--- config.mk ---
export PLATFORM = sky130hd
export DESIGN_NAME = weld_feed_stepper_sequencer
export DESIGN_NICKNAME = d
export VERILOG_FILES = /design/src/rtl/wfss_pkg.sv /design/src/rtl/wfss_cfg_regs.sv /design/src/rtl/wfss_core.sv /design/src/rtl/weld_feed_stepper_sequencer.sv
export VERILOG_INCLUDE_DIRS = /design/src /design/src/rtl
export SDC_FILE = /design/constraint.sdc
export NUM_CORES = 1
export LEC_CHECK = 0
export ABC_AREA = 1
export BUFFER_PORTS_ARGS = -buffer_cell sky130_fd_sc_hd__clkbuf_2
export CAP_MARGIN = 20
export CORE_MARGIN = 2
export CORE_UTILIZATION = 55
export DETAILED_ROUTE_END_ITERATION = 12
export GPL_ROUTABILITY_DRIVEN = 0
export PLACE_DENSITY = 0.71
export SYNTH_ARGS = -nofsm -noshare
export SYNTH_HDL_FRONTEND = slang
export SYNTH_HIERARCHICAL = 1
export SYNTH_SLANG_ARGS = --single-unit
--- constraint.sdc ---
create_clock -name i_clk -period 5.6 [get_ports i_clk]
set_input_delay 0.28 -clock i_clk [delete_from_list [all_inputs] [get_ports i_clk]]
set_output_delay 0.28 -clock i_clk [all_outputs]
set_load 0.01 [all_outputs]
--- src/rtl/weld_feed_stepper_sequencer_defines.svh ---
// Assertion macros for the weld feed stepper sequencer.
// Depends on nothing; modules that assert include this file and name their clock i_clk
// and their active-low synchronous reset i_rst_n.
`ifndef WELD_FEED_STEPPER_SEQUENCER_DEFINES_SVH
`define WELD_FEED_STEPPER_SEQUENCER_DEFINES_SVH

`ifndef NO_ASSERTIONS

// Check a property on every clock edge outside reset
`define WFSS_ASSERT(label, prop) \
    label: assert property (@(posedge i_clk) disable iff (!i_rst_n) (prop)) \
        else $error("wfss assertion failed");

// Check a property on every clock edge, reset included
`define WFSS_ASSERT_ALWAYS(label, prop) \
    label: assert property (@(posedge i_clk) (prop)) \
        else $error("wfss assertion failed");

`else

`define WFSS_ASSERT(label, prop)

`define WFSS_ASSERT_ALWAYS(label, prop)

`endif

`endif

--- src/rtl/wfss_pkg.sv ---
// Shared types, constants and a helper function of the weld feed stepper sequencer.
// Depends on nothing; used by every module of the block.
`default_nettype none

package wfss_pkg;

    // Datapath sizes
    localparam int COUNT_BITS  = 16;
    localparam int SENSOR_BITS = 10;
    localparam int WAIT_BITS   = 22;
    localparam int STEPS_W     = 16;
    localparam int CMP_W       = (COUNT_BITS > STEPS_W) ? COUNT_BITS : STEPS_W;
    localparam int PULSE_W     = 8;
    localparam int PHASE_W     = 3;

    // Configuration port
    localparam int CFG_IDX_W  = 3;
    localparam int CFG_DATA_W = 22;

    localparam logic [COUNT_BITS-1:0] CNT_MAX  = '1;
    localparam logic [WAIT_BITS-1:0]  WAIT_MAX = '1;

    // Register indexes
    localparam logic [CFG_IDX_W-1:0] CFG_FWD_INTERVAL = 3'd0;
    localparam logic [CFG_IDX_W-1:0] CFG_BWD_INTERVAL = 3'd1;
    localparam logic [CFG_IDX_W-1:0] CFG_LIGHT_THRESH = 3'd2;
    localparam logic [CFG_IDX_W-1:0] CFG_MAX_STEPS    = 3'd3;
    localparam logic [CFG_IDX_W-1:0] CFG_PULSE_WIDTH  = 3'd4;
    localparam logic [CFG_IDX_W-1:0] CFG_SETTLE_TICKS = 3'd5;
    localparam logic [CFG_IDX_W-1:0] CFG_DWELL_TICKS  = 3'd6;

    // Reported phase codes
    localparam logic [PHASE_W-1:0] PHC_IDLE    = 3'd0;
    localparam logic [PHASE_W-1:0] PHC_FSETTLE = 3'd1;
    localparam logic [PHASE_W-1:0] PHC_FWD     = 3'd2;
    localparam logic [PHASE_W-1:0] PHC_BSETTLE = 3'd3;
    localparam logic [PHASE_W-1:0] PHC_BWD     = 3'd4;
    localparam logic [PHASE_W-1:0] PHC_DWELL   = 3'd5;

    // Sequencer phases, one-hot
    typedef enum logic [5:0] {
        PH_IDLE    = 6'b000001,
        PH_FSETTLE = 6'b000010,
        PH_FWD     = 6'b000100,
        PH_BSETTLE = 6'b001000,
        PH_BWD     = 6'b010000,
        PH_DWELL   = 6'b100000
    } t_phase;

    typedef struct packed {
        logic [15:0]        fwd_step_interval;
        logic [15:0]        bwd_step_interval;
        logic [9:0]         light_threshold;
        logic [15:0]        max_steps;
        logic [PULSE_W-1:0] pulse_width;
        logic [19:0]        settle_ticks;
        logic [21:0]        dwell_ticks;
    } t_cfg;

    typedef struct packed {
        logic               step_pulse;
        logic               direction;
        logic               retract;
        logic [PHASE_W-1:0] phase;
        logic [STEPS_W-1:0] forward_steps;
    } t_result;

    // Map a phase to its reported code
    function automatic logic [PHASE_W-1:0] phase_code(input t_phase ph);
        logic [PHASE_W-1:0] code;
        case (ph)
            PH_FSETTLE: code = PHC_FSETTLE;
            PH_FWD:     code = PHC_FWD;
            PH_BSETTLE: code = PHC_BSETTLE;
            PH_BWD:     code = PHC_BWD;
            PH_DWELL:   code = PHC_DWELL;
            default:    code = PHC_IDLE;
        endcase
        return code;
    endfunction

endpackage

`default_nettype wire

--- src/rtl/wfss_cfg_regs.sv ---
// Configuration register file of the weld feed stepper sequencer.
// Depends on wfss_pkg.
`default_nettype none

module wfss_cfg_regs (
    input  wire logic                           i_clk,
    input  wire logic                           i_rst_n,
    input  wire logic                           i_cfg_we,
    input  wire logic [wfss_pkg::CFG_IDX_W-1:0] i_cfg_idx,
    input  wire logic [wfss_pkg::CFG_DATA_W-1:0] i_cfg_wdata,
    output wfss_pkg::t_cfg                      o_cfg
);
    import wfss_pkg::*;

    t_cfg r_cfg;

    // Load reset values, then take writes masked to each register's width
    always_ff @(posedge i_clk) begin
        if (!i_rst_n) begin
            r_cfg.fwd_step_interval <= 16'd125;
            r_cfg.bwd_step_interval <= 16'd125;
            r_cfg.light_threshold   <= 10'd130;
            r_cfg.max_steps         <= 16'd16000;
            r_cfg.pulse_width       <= 8'd10;
            r_cfg.settle_ticks      <= 20'd10000;
            r_cfg.dwell_ticks       <= 22'd1500000;
        end else if (i_cfg_we) begin
            case (i_cfg_idx)
                CFG_FWD_INTERVAL: r_cfg.fwd_step_interval <= i_cfg_wdata[15:0];
                CFG_BWD_INTERVAL: r_cfg.bwd_step_interval <= i_cfg_wdata[15:0];
                CFG_LIGHT_THRESH: r_cfg.light_threshold   <= i_cfg_wdata[9:0];
                CFG_MAX_STEPS:    r_cfg.max_steps         <= i_cfg_wdata[15:0];
                CFG_PULSE_WIDTH:  r_cfg.pulse_width       <= i_cfg_wdata[PULSE_W-1:0];
                CFG_SETTLE_TICKS: r_cfg.settle_ticks      <= i_cfg_wdata[19:0];
                CFG_DWELL_TICKS:  r_cfg.dwell_ticks       <= i_cfg_wdata[21:0];
                default: begin
                end
            endcase
        end
    end

    assign o_cfg = r_cfg;

endmodule

`default_nettype wire

--- src/rtl/wfss_core.sv ---
// Sequencer state and per-tick next-state logic of the weld feed stepper sequencer.
// Depends on wfss_pkg and weld_feed_stepper_sequencer_defines.svh.
`default_nettype none

`include "weld_feed_stepper_sequencer_defines.svh"

module wfss_core (
    input  wire logic                            i_clk,
    input  wire logic                            i_rst_n,
    input  wire logic                            i_en,
    input  wire logic                            i_limit_switch,
    input  wire logic [wfss_pkg::SENSOR_BITS-1:0] i_light_level,
    input  wfss_pkg::t_cfg                       i_cfg,
    output wfss_pkg::t_result                    o_res
);
    import wfss_pkg::*;

    t_phase                r_phase, n_phase;
    logic [WAIT_BITS-1:0]  r_wait, n_wait;
    logic [PULSE_W-1:0]    r_pt, n_pt;
    logic [COUNT_BITS-1:0] r_fwd, n_fwd;
    logic [COUNT_BITS-1:0] r_bwd, n_bwd;
    logic                  r_dir, n_dir;
    logic                  r_ret, n_ret;

    logic [WAIT_BITS-1:0]  wait_inc;
    logic [15:0]           st_interval;
    logic [COUNT_BITS-1:0] st_count;
    logic [COUNT_BITS-1:0] st_count_new;
    logic [PULSE_W-1:0]    pw_eff;
    logic [PULSE_W-1:0]    pt_loaded;
    logic [PULSE_W-1:0]    pt_after;
    logic [WAIT_BITS-1:0]  wait_mid;
    logic [WAIT_BITS-1:0]  wait_after;
    logic                  st_start;
    logic                  st_pulse;
    logic                  step;

    // Saturating wait timer increment
    assign wait_inc = (r_wait == WAIT_MAX) ? r_wait : r_wait + 1'b1;

    // Shared step generator, fed by the forward or backward interval and count
    assign st_interval  = (r_phase == PH_BWD) ? i_cfg.bwd_step_interval
                                              : i_cfg.fwd_step_interval;
    assign st_count     = (r_phase == PH_BWD) ? r_bwd : r_fwd;
    assign pw_eff       = (i_cfg.pulse_width == '0) ? PULSE_W'(1) : i_cfg.pulse_width;
    assign st_start     = (r_pt == '0) && (r_wait >= WAIT_BITS'(st_interval));
    assign st_count_new = !st_start ? st_count
                        : (st_count == CNT_MAX) ? st_count : st_count + 1'b1;
    assign pt_loaded    = (r_pt != '0) ? r_pt : (st_start ? pw_eff : '0);
    assign wait_mid     = (r_pt == '0 && !st_start) ? wait_inc : r_wait;
    assign st_pulse     = (pt_loaded != '0);
    assign pt_after     = st_pulse ? pt_loaded - 1'b1 : '0;
    assign wait_after   = (st_pulse && pt_after == '0) ? '0 : wait_mid;

    // Next state for one tick
    always_comb begin
        n_phase = r_phase;
        n_wait  = r_wait;
        n_pt    = r_pt;
        n_fwd   = r_fwd;
        n_bwd   = r_bwd;
        n_dir   = r_dir;
        n_ret   = r_ret;
        step    = 1'b0;
        case (r_phase)
            PH_FSETTLE: begin
                n_wait = wait_inc;
                if (wait_inc >= WAIT_BITS'(i_cfg.settle_ticks)) begin
                    n_phase = PH_FWD;
                    n_wait  = '0;
                end
            end
            PH_FWD: begin
                n_pt   = pt_after;
                n_wait = wait_after;
                n_fwd  = st_count_new;
                step   = st_pulse;
                if (pt_after == '0) begin
                    if (CMP_W'(st_count_new) >= CMP_W'(i_cfg.max_steps)) begin
                        n_ret   = 1'b1;
                        n_dir   = 1'b1;
                        n_phase = PH_BSETTLE;
                        n_wait  = '0;
                    end else if (i_light_level > SENSOR_BITS'(i_cfg.light_threshold)) begin
                        n_ret   = 1'b1;
                        n_dir   = 1'b1;
                        n_phase = PH_BWD;
                        n_wait  = '0;
                    end
                end
            end
            PH_BSETTLE: begin
                n_wait = wait_inc;
                if (wait_inc >= WAIT_BITS'(i_cfg.settle_ticks)) begin
                    n_phase = PH_BWD;
                    n_wait  = '0;
                end
            end
            PH_BWD: begin
                if (r_pt == '0 && r_bwd >= r_fwd) begin
                    n_ret   = 1'b0;
                    n_phase = PH_DWELL;
                    n_wait  = '0;
                end else begin
                    n_pt   = pt_after;
                    n_wait = wait_after;
                    n_bwd  = st_count_new;
                    step   = st_pulse;
                end
            end
            PH_DWELL: begin
                n_wait = wait_inc;
                if (wait_inc >= i_cfg.dwell_ticks) begin
                    n_phase = PH_IDLE;
                    n_wait  = '0;
                end
            end
            default: begin
                if (i_limit_switch) begin
                    n_fwd  = '0;
                    n_bwd  = '0;
                    n_pt   = '0;
                    n_wait = '0;
                    if (r_dir) begin
                        n_dir   = 1'b0;
                        n_phase = PH_FSETTLE;
                    end else begin
                        n_phase = PH_FWD;
                    end
                end else begin
                    n_phase = PH_IDLE;
                end
            end
        endcase
    end

    // Advance the state once per processed transaction
    always_ff @(posedge i_clk) begin
        if (!i_rst_n) begin
            r_phase <= PH_IDLE;
            r_wait  <= '0;
            r_pt    <= '0;
            r_fwd   <= '0;
            r_bwd   <= '0;
            r_dir   <= 1'b0;
            r_ret   <= 1'b0;
        end else if (i_en) begin
            r_phase <= n_phase;
            r_wait  <= n_wait;
            r_pt    <= n_pt;
            r_fwd   <= n_fwd;
            r_bwd   <= n_bwd;
            r_dir   <= n_dir;
            r_ret   <= n_ret;
        end
    end

    // Result of this tick, as seen after the update
    assign o_res.step_pulse    = step;
    assign o_res.direction     = n_dir;
    assign o_res.retract       = n_ret;
    assign o_res.phase         = phase_code(n_phase);
    assign o_res.forward_steps = STEPS_W'(n_fwd);

    // Retract is held exactly through the back settle and backward phases
    `WFSS_ASSERT(a_retract_phase,
        r_ret == (r_phase == PH_BSETTLE || r_phase == PH_BWD))
    // A pulse is only in flight while stepping
    `WFSS_ASSERT(a_pulse_phase,
        (r_pt != '0) |-> (r_phase == PH_FWD || r_phase == PH_BWD))
    // Direction follows the phase outside idle
    `WFSS_ASSERT(a_dir_phase,
        !((r_phase == PH_FSETTLE || r_phase == PH_FWD) && r_dir) &&
        !((r_phase == PH_BSETTLE || r_phase == PH_BWD || r_phase == PH_DWELL) && !r_dir))
    // State holds while no transaction is processed
    `WFSS_ASSERT(a_hold_when_idle,
        !i_en |=> ($stable(r_phase) && $stable(r_wait) && $stable(r_fwd) && $stable(r_bwd)))

endmodule

`default_nettype wire

--- src/rtl/weld_feed_stepper_sequencer.sv ---
// Weld feed stepper sequencer: one input transaction per microsecond tick, carrying the
// limit switch level and a light sample, gives one result transaction with the step output,
// direction, retract, phase and forward step count after that tick. The block takes one
// transaction per clock cycle while the output side does not stall; each passes an input
// register, the combinational sequencer logic and a result register. A stalled result
// stalls the input as soon as the input register is also full. Configuration is written
// through a plain write port; the user must write it only while no transaction is in
// flight, and the block itself does not enforce this. The port has no read-back and an
// unknown index is ignored. Depends on wfss_pkg, wfss_cfg_regs and wfss_core.
`default_nettype none

module weld_feed_stepper_sequencer (
    input  wire logic                             i_clk,
    input  wire logic                             i_rst_n,
    input  wire logic                             i_cfg_we,
    input  wire logic [wfss_pkg::CFG_IDX_W-1:0]   i_cfg_idx,
    input  wire logic [wfss_pkg::CFG_DATA_W-1:0]  i_cfg_wdata,
    input  wire logic                             i_in_valid,
    output logic                                  o_in_stall,
    input  wire logic                             i_limit_switch,
    input  wire logic [wfss_pkg::SENSOR_BITS-1:0] i_light_level,
    output logic                                  o_out_valid,
    input  wire logic                             i_out_stall,
    output logic                                  o_step_pulse,
    output logic                                  o_direction,
    output logic                                  o_retract,
    output logic [wfss_pkg::PHASE_W-1:0]          o_phase,
    output logic [wfss_pkg::STEPS_W-1:0]          o_forward_steps
);
    import wfss_pkg::*;

    t_cfg                   cfg;
    t_result                core_res;
    t_result                r_res;
    logic                   r_in_valid;
    logic                   r_in_limit;
    logic [SENSOR_BITS-1:0] r_in_light;
    logic                   r_out_valid;
    logic                   advance;
    logic                   fire;
    logic                   in_accept;

    // Move a transaction when the result register is free or being drained
    assign advance    = !r_out_valid || !i_out_stall;
    assign fire       = r_in_valid && advance;
    assign o_in_stall = r_in_valid && !advance;
    assign in_accept  = i_in_valid && !o_in_stall;

    wfss_cfg_regs u_cfg (
        .i_clk       (i_clk),
        .i_rst_n     (i_rst_n),
        .i_cfg_we    (i_cfg_we),
        .i_cfg_idx   (i_cfg_idx),
        .i_cfg_wdata (i_cfg_wdata),
        .o_cfg       (cfg)
    );

    wfss_core u_core (
        .i_clk          (i_clk),
        .i_rst_n        (i_rst_n),
        .i_en           (fire),
        .i_limit_switch (r_in_limit),
        .i_light_level  (r_in_light),
        .i_cfg          (cfg),
        .o_res          (core_res)
    );

    // Input register: hold the accepted transaction until the core takes it
    always_ff @(posedge i_clk) begin
        if (!i_rst_n) begin
            r_in_valid <= 1'b0;
        end else if (in_accept) begin
            r_in_valid <= 1'b1;
        end else if (fire) begin
            r_in_valid <= 1'b0;
        end
    end

    always_ff @(posedge i_clk) begin
        if (in_accept) begin
            r_in_limit <= i_limit_switch;
            r_in_light <= i_light_level;
        end
    end

    // Result register: load on each processed transaction, drop when taken
    always_ff @(posedge i_clk) begin
        if (!i_rst_n) begin
            r_out_valid <= 1'b0;
        end else if (fire) begin
            r_out_valid <= 1'b1;
        end else if (!i_out_stall) begin
            r_out_valid <= 1'b0;
        end
    end

    always_ff @(posedge i_clk) begin
        if (fire) begin
            r_res <= core_res;
        end
    end

    assign o_out_valid     = r_out_valid;
    assign o_step_pulse    = r_res.step_pulse;
    assign o_direction     = r_res.direction;
    assign o_retract       = r_res.retract;
    assign o_phase         = r_res.phase;
    assign o_forward_steps = r_res.forward_steps;

endmodule

`default_nettype wire
=== Word-level counts from Yosys, hierarchy flattened ===
Cells that the tools add are included.

* $add $sub $neg: 3
* Muxes and demuxes: 54
* $lt $le $gt $ge: 6
* Reduce and logical (&&, ||, !) cells: 37
* Bitwise gates (word level): 2
* Eq/ne operators: 20

{| class="wikitable"
|+ Operators by type and width
! cell !! count
|-
| 2-to-1 mux 22 bit || 10
|-
| 2-to-1 mux 16 bit || 7
|-
| case mux 22 bit (4 select lines) || 1
|-
| case mux 16 bit (2 select lines) || 2
|-
| 2-to-1 mux 8 bit || 6
|-
| 2-to-1 mux 6 bit || 7
|-
| >= comparator 16 bit || 2
|-
| case mux 6 bit (5 select lines) || 1
|-
| logical NOT 8 bit || 3
|-
| case mux 8 bit (3 select lines) || 1
|-
| adder 22 x 1 -> 22 bit, second input constant || 1
|-
| == test 22 bit, second input constant || 1
|-
| >= comparator 22 x 16 -> 1 bit || 1
|-
| >= comparator 22 x 20 -> 1 bit || 1
|-
| >= comparator 22 bit || 1
|-
| adder 16 x 1 -> 16 bit, second input constant || 1
|-
| == test 16 bit, second input constant || 1
|-
| AND reduction 2 bit || 8
|-
| nonzero test 8 bit || 2
|-
| case mux 3 bit (5 select lines) || 1
|-
| 2-to-1 mux 1 bit || 13
|-
| == test 6 x 2 -> 1 bit, second input constant || 2
|-
| == test 6 x 3 -> 1 bit, second input constant || 2
|-
| == test 6 x 4 -> 1 bit, second input constant || 2
|-
| 23 further kinds || 45
|}

* Word-level logic and storage cells: 145
* Register bits after elaboration: 213

=== Logic depth before layout (Yosys ltp) ===
* Depth after elaboration: 15
* Depth in mapped cells: 40
* Mapped depth without buffers: 35

=== Hierarchy ===
Netlist, hierarchy kept.

{| class="wikitable"
|+ Modules (own cells, without submodules)
! module !! cells an instance !! area each (um^2) !! times used
|-
| wfss_core || 1324 || 8226.6 || 1
|-
| wfss_cfg_regs || 586 || 4187.8 || 1
|-
| weld_feed_stepper_sequencer || 46 || 1086.0 || 1
|}

=== Worst setup path after synthesis ===
Ideal clock, no wire load.

* Path kind: reg-to-reg
* From: register u_core.r_phase[3]
* To: register r_res, in the netlist o_phase[1] (data pin)
* Required time: 5.341 ns
* Setup time: 0.259 ns
* Stages on the path, launching flop included: 34
* Path slack: 0.650 ns
* Arrival time: 4.691 ns
* Buffers on the path: 4
* Period minus slack after synthesis: 4.950 ns
* Cells stage by stage: dfxtp_1 -> inv_2 -> nand2_2 -> nor2_4 -> nand2_2 -> buf_6 -> buf_2 -> buf_2 -> buf_1 -> mux2i_1 -> ha_1 -> nand2_1 -> nor2_1 -> nand2_1 -> nor2_1 -> nor2_4 -> nand3_4 -> nand2_2 -> nor2_4 -> nand2_1 -> nor3_1 -> xor2_1 -> inv_1 -> ha_1 -> nand4_1 -> o221ai_1 -> nand2_1 -> nand3_1 -> inv_1 -> nand2_1 -> nand4_2 -> nand2_2 -> o211ai_1 -> or2_1

{| class="wikitable"
|+ RTL lines
! item !! RTL line !! text
|-
| from (decl) || wfss_core.sv:18 || <nowiki>t_phase r_phase, n_phase;</nowiki>
|-
| from (signal assigned) || wfss_core.sv:149 || <nowiki>r_phase <= n_phase;</nowiki>
|-
| to (signal assigned) || weld_feed_stepper_sequencer.sv:99 || <nowiki>r_res <= core_res;</nowiki>
|-
| to (decl) || weld_feed_stepper_sequencer.sv:34 || <nowiki>t_result r_res;</nowiki>
|}

=== Worst setup path after layout ===
* From: register u_core.r_wait[1]
* To: register u_core.r_wait[1]

* Longest elaborated chain between the ends: 13

{| class="wikitable"
|+ RTL lines
! item !! RTL line !! text
|-
| from (decl) || wfss_core.sv:19 || <nowiki>logic [WAIT_BITS-1:0] r_wait, n_wait;</nowiki>
|-
| from (signal assigned) || wfss_core.sv:150 || <nowiki>r_wait <= n_wait;</nowiki>
|-
| >= comparator 22 x 16 -> 1 bit || wfss_core.sv:47 || <nowiki>assign st_start = (r_pt == '0) && (r_wait >= WAIT_BITS'(st_interval));</nowiki>
|-
| logical AND 1 bit || wfss_core.sv:47 ||
|-
| 2-to-1 mux 8 bit (2 in a row) || wfss_core.sv:50 || <nowiki>assign pt_loaded = (r_pt != '0) ? r_pt : (st_start ? pw_eff : '0);</nowiki>
|-
| subtractor 8 x 1 -> 8 bit / nonzero test 8 bit (equally long branches) || wfss_core.sv:53, wfss_core.sv:52 ||
|-
| 2-to-1 mux 8 bit || wfss_core.sv:53 || <nowiki>assign pt_after = st_pulse ? pt_loaded - 1'b1 : '0;</nowiki>
|-
| logical NOT 8 bit || wfss_core.sv:54, wfss_core.sv:79 ||
|-
| logical AND 1 bit || wfss_core.sv:54 || <nowiki>assign wait_after = (st_pulse && pt_after == '0) ? '0 : wait_mid;</nowiki>
|-
| 2-to-1 mux 22 bit || wfss_core.sv:54 ||
|-
| 2-to-1 mux 22 bit || wfss_core.sv:85 || <nowiki>end else if (i_light_level > SENSOR_BITS'(i_cfg.light_threshold)) begin</nowiki>
|-
| 2-to-1 mux 22 bit || wfss_core.sv:80 || <nowiki>if (CMP_W'(st_count_new) >= CMP_W'(i_cfg.max_steps)) begin</nowiki>
|-
| 2-to-1 mux 22 bit || wfss_core.sv:79 || <nowiki>if (pt_after == '0) begin</nowiki>
|-
| case mux 22 bit (4 select lines) (*) || wfss_core.sv:66 || <nowiki>case (r_phase)</nowiki>
|}

Every way passes the cells marked *; elsewhere a longest branch is shown, timed or not.
A chain may end at the register's enable or synchronous reset.

==> impl_metrics.sql <==
INSERT INTO impl_metrics (metric_group, metric, value, unit) VALUES
('synth', 'largest_family_of_logic_cells_by_synthesized_area', 'simple AND/OR/NAND/NOR gates', ''),
('synth', 'postSynthNetCount', '2101', ''),
('clocking', 'cts.sinks', '213', ''),
('timing', 'worst_slew_margin_rel', '0.381', ''),
('finish', 'drive_above_1_share', '0.107', ''),
('power_and_ir_drop', 'leakagePower', '7.37', 'nW'),
('critical_path', 'critPathMaxFanout', '20', ''),
('floorplan', 'die_y', '161', 'µm'),
('clocking', 'h-tree-depth', '1', ''),
('finish', 'area_growth', '11.6', '%'),
('power_and_ir_drop', 'power.total', '3.69', 'mW'),
('power_and_ir_drop', 'vdd_drop_max', '0.000268', 'V'),
('detailed_routing', 'final_antenna_net_count', '0', ''),
('critical_path', 'endpoint_kind', 'flop', ''),
('clocking', 'cts_root_buf', 'clkbuf_16', ''),
('global_route', 'antenna_found_initial', '0', ''),
('timing', 'worst_slew_pin_slew', '0.928', 'ns'),
('detailed_routing', 'first_iter_violations', '1013', ''),
('synth', 'synthArstFlopShare', '0', ''),
('clocking', 'cts_max_path_buffers', '3', ''),
('floorplan', 'floorplan.io_pins', '65', ''),
('floorplan', 'dieArea', '0.0258', 'mm²'),
('timing', 'final_min_period_over_clock_period', '0.935', ''),
('timing', 'fin_tns_setup', '0', 'ns'),
('run', 'max_cap_violations', '0', ''),
('synth', 'post_synthesis_cell_area', '0.0135', 'mm²'),
('floorplan', 'core_footprint', '0.0242', 'mm²'),
('floorplan', 'initial_core_util', '0.558', ''),
('outcome', 'outcome', 'complete, no violations', ''),
('critical_path', 'r2r_slack', '0.36', 'ns'),
('timing', 'setup_viol', '0', ''),
('synth', 'postSynthRegisterBits', '213', ''),
('critical_path', 'crit_arrival', '5.68', 'ns'),
('critical_path', 'criticalPathCategory', 'flop to flop', ''),
('finish', 'number_of_cells_in_the_finished_layout_apart_from_fillers', '2352', ''),
('timing', 'fmaxAchievable', '191', 'MHz'),
('detailed_routing', 'detail_route.wirelength', '37700', 'µm'),
('power_and_ir_drop', 'power.density_cell_area', '245', 'mW/mm²'),
('synth', 'xor_xnor_cell_area_share_of_the_yosys_netlist', '0.0156', ''),
('synth', 'edff_count_synth', '33', ''),
('timing', 'final-max-slew-violation-count', '0', ''),
('global_route', 'grt_max_degree', '69', ''),
('global_route', 'global_route.usage.total', '0.291', ''),
('synth', 'ys_seq_area_frac', '0.340', ''),
('finish', 'most_common_cell_after_layout_fill_and_taps_aside', 'nand2_1', ''),
('clocking', 'tritoncts', 'built', ''),
('placed_design', 'detailedPlacementHpwl', '27300', 'µm'),
('floorplan', 'die-width', '161', 'µm'),
('synth', 'muxShareOfSynthArea', '0.0126', ''),
('placed_design', 'detailedPlace.worstSlack', '0.262', 'ns'),
('finish', 'antenna_cells', '0', ''),
('synth', 'ys_types', '51', ''),
('global_route', 'grt_pass1_wl', '60700', 'µm'),
('synth', 'synth_fa_ha_area_frac', '0.0964', ''),
('synth', 'syn_inst', '1956', ''),
('min_path', 'timing.hold.worst.class', 'input port to flop', ''),
('timing', 'period_needed', '5.24', 'ns'),
('placed_design', 'dpl.cell_count', '2291', ''),
('timing', 'clock-skew-final', '0.0163', 'ns'),
('timing', 'timing_hold_violations_final', '0', ''),
('global_route', 'globalRouteOverflowTotal', '0', ''),
('critical_path', 'cp.required', '6.05', 'ns'),
('finish', 'most-common-layout-cells', '469 x nand2_1, 281 x inv_1, 214 x nor2_1, 199 x nand3_1, 180 x dfxtp_1', ''),
('clocking', 'numCtsBuffers', '25', ''),
('detailed_routing', 'avgRoutedWirePerCell', '16.0', 'µm'),
('finish', 'design.final.nets', '2157', ''),
('detailed_routing', 'viasPerCell', '5.45', ''),
('detailed_routing', 'dr_total_vias', '12825', ''),
('global_route', 'grt_pass1_vias', '11971', ''),
('timing', 'setup_slack', '0.361', 'ns'),
('synth', 'synthSimpleGateAreaFrac', '0.326', ''),
('floorplan', 'rows', '57', ''),
('critical_path', 'worstSetupStartpointType', 'flop', ''),
('synth', 'synth.yosys.warnings', '6', ''),
('clocking', 'clock_insertion_delay_worst_skew', '0.53', 'ns'),
('detailed_routing', 'drc_errors', '0', ''),
('clocking', 'cts.clk_slew.worst_paths', '0.06', 'ns'),
('finish', 'post-route-util', '0.623', ''),
('timing', 'setup_repair_after_global_routing_missed_its_margin', 'no', ''),
('synth', 'synthFlopType', 'dfxtp_1', ''),
('synth', 'fraction_of_the_mapped_netlist_area_in_compound_gates', '0.0971', ''),
('detailed_routing', 'dr.pass1.iters', '6', ''),
('placed_design', 'portBuffers', '64', ''),
('synth', 'post_synth.cell_area_avg', '6.90', 'µm²');
## synth_stat cells (24+ instances only)
cell type	number	area, µm²
nor2_1	214	803
clkbuf_1	24	90.1
dfxtp_1	180	3600
inv_1	282	1060
nand4_1	31	194
nand3_1	199	996
buf_2	28	140
ha_1	104	1300
o21ai_0	44	220
edfxtp_1	33	991
a21oi_1	125	626
nand2_1	469	1760
## worst paths after layout
kind | depth (start not counted) | startpoint | end
worst max-delay path | 27 | u_core/r_wait[1] | u_core/r_wait[1]
worst min-delay path | 3 | i_cfg_wdata[7] | u_cfg/o_cfg[73]
worst max register to register | 27 | u_core/r_wait[1] | u_core/r_wait[1]
worst min register to register | 2 | u_cfg/o_cfg[14] | u_cfg/o_cfg[14]
## worst max-delay path, stage by stage, from the launching register on
cell and delay, ns:
dfxtp_1 0.47, ha_1 0.24, inv_1 0.06, nor2_1 0.18, inv_1 0.07, nor2_1 0.22
nand3_1 0.18, nor4_2 0.41, inv_1 0.25, o21ai_0 0.26, inv_1 0.13, ha_1 0.33
inv_1 0.09, nor2_1 0.06, o21ai_0 0.18, o211ai_1 0.13, nand2_1 0.10, a31oi_1 0.11
o21bai_1 0.17, a21oi_1 0.09, a211oi_2 0.29, nand4_1 0.31, o21ai_1 0.18, buf_4 0.29
nand2_1 0.08, nand2_1 0.07, nand2_1 0.06, a21oi_1 0.13
## power by group
| part | switching, mW | leakage [nW] | total [mW] | internal [mW] |
|---|---|---|---|---|
| logic | 0.257 | 5.18 | 0.378 | 0.121 |
| registers | 0.0255 | 1.79 | 1.63 | 1.60 |
| clock network | 0.656 | 0.405 | 1.68 | 1.02 |
## metal layers
layer  track usage  vias up  routed length, µm
met5             0        -                  0
met4         0.136        0               1840
met3        0.0382       88               2370
met2         0.483      443              17600
met1         0.377     5883              15900
li1              -     6411                  -
## sequential cells by signal, summed over array words and instances (netlist names)
register	cells
u_cfg/o_cfg	108
u_core/r_ret	1
u_core/r_pt	8
r_in_light	10
o_forward_steps	16
u_core/r_dir	1
u_core/r_wait	22
o_direction	1
o_retract	1
u_core/r_phase	6
r_in_valid	1
r_in_limit	1
u_core/r_bwd	16
o_out_valid	1
o_phase	3
u_core/r_fwd	16
o_step_pulse	1
## per-stage QoR
| stage | area, µm² | hold WS [ns] |
|---|---|---|
| after floorplan | 13500 | 0.379 |
| after global placement | 14000 | 0.441 |
| after detailed placement | 14000 | 0.444 |
| after CTS | 15000 | 0.000158 |
| after global routing | 15100 | 0.0129 |
| final | 15100 | 0.0105 |
## layout make-up
type                       instances  area (µm²)
fill                            2254        9110
multi-input combinational       1375        7430
sequential                       213        4590
inverter                         292        1100
clock buffer                      35         713
timing repair buffer             105         706
tap                              324         405
clock inverter                     8         128
## cell families (layout without fill, tap and decap cells)
family / Yosys count / in the layout
AND/OR/NAND/NOR: 997 / 997
buffers and inverters: 368 / 440
AO/OA/AOI/OAI: 233 / 233
flip-flops: 213 / 213
adder cells (fa/ha/maj): 104 / 104
XOR/XNOR: 24 / 24
multiplexers: 17 / 17
## timing repair
action                                  CTS  global route
resized for setup                         0             3
endpoints found under the setup margin    0            24
hold buffers                             14             0
hold endpoints to repair                 16             0
setup buffers                             0             2
No activity file was read; power rests on OpenSTA's default activity.
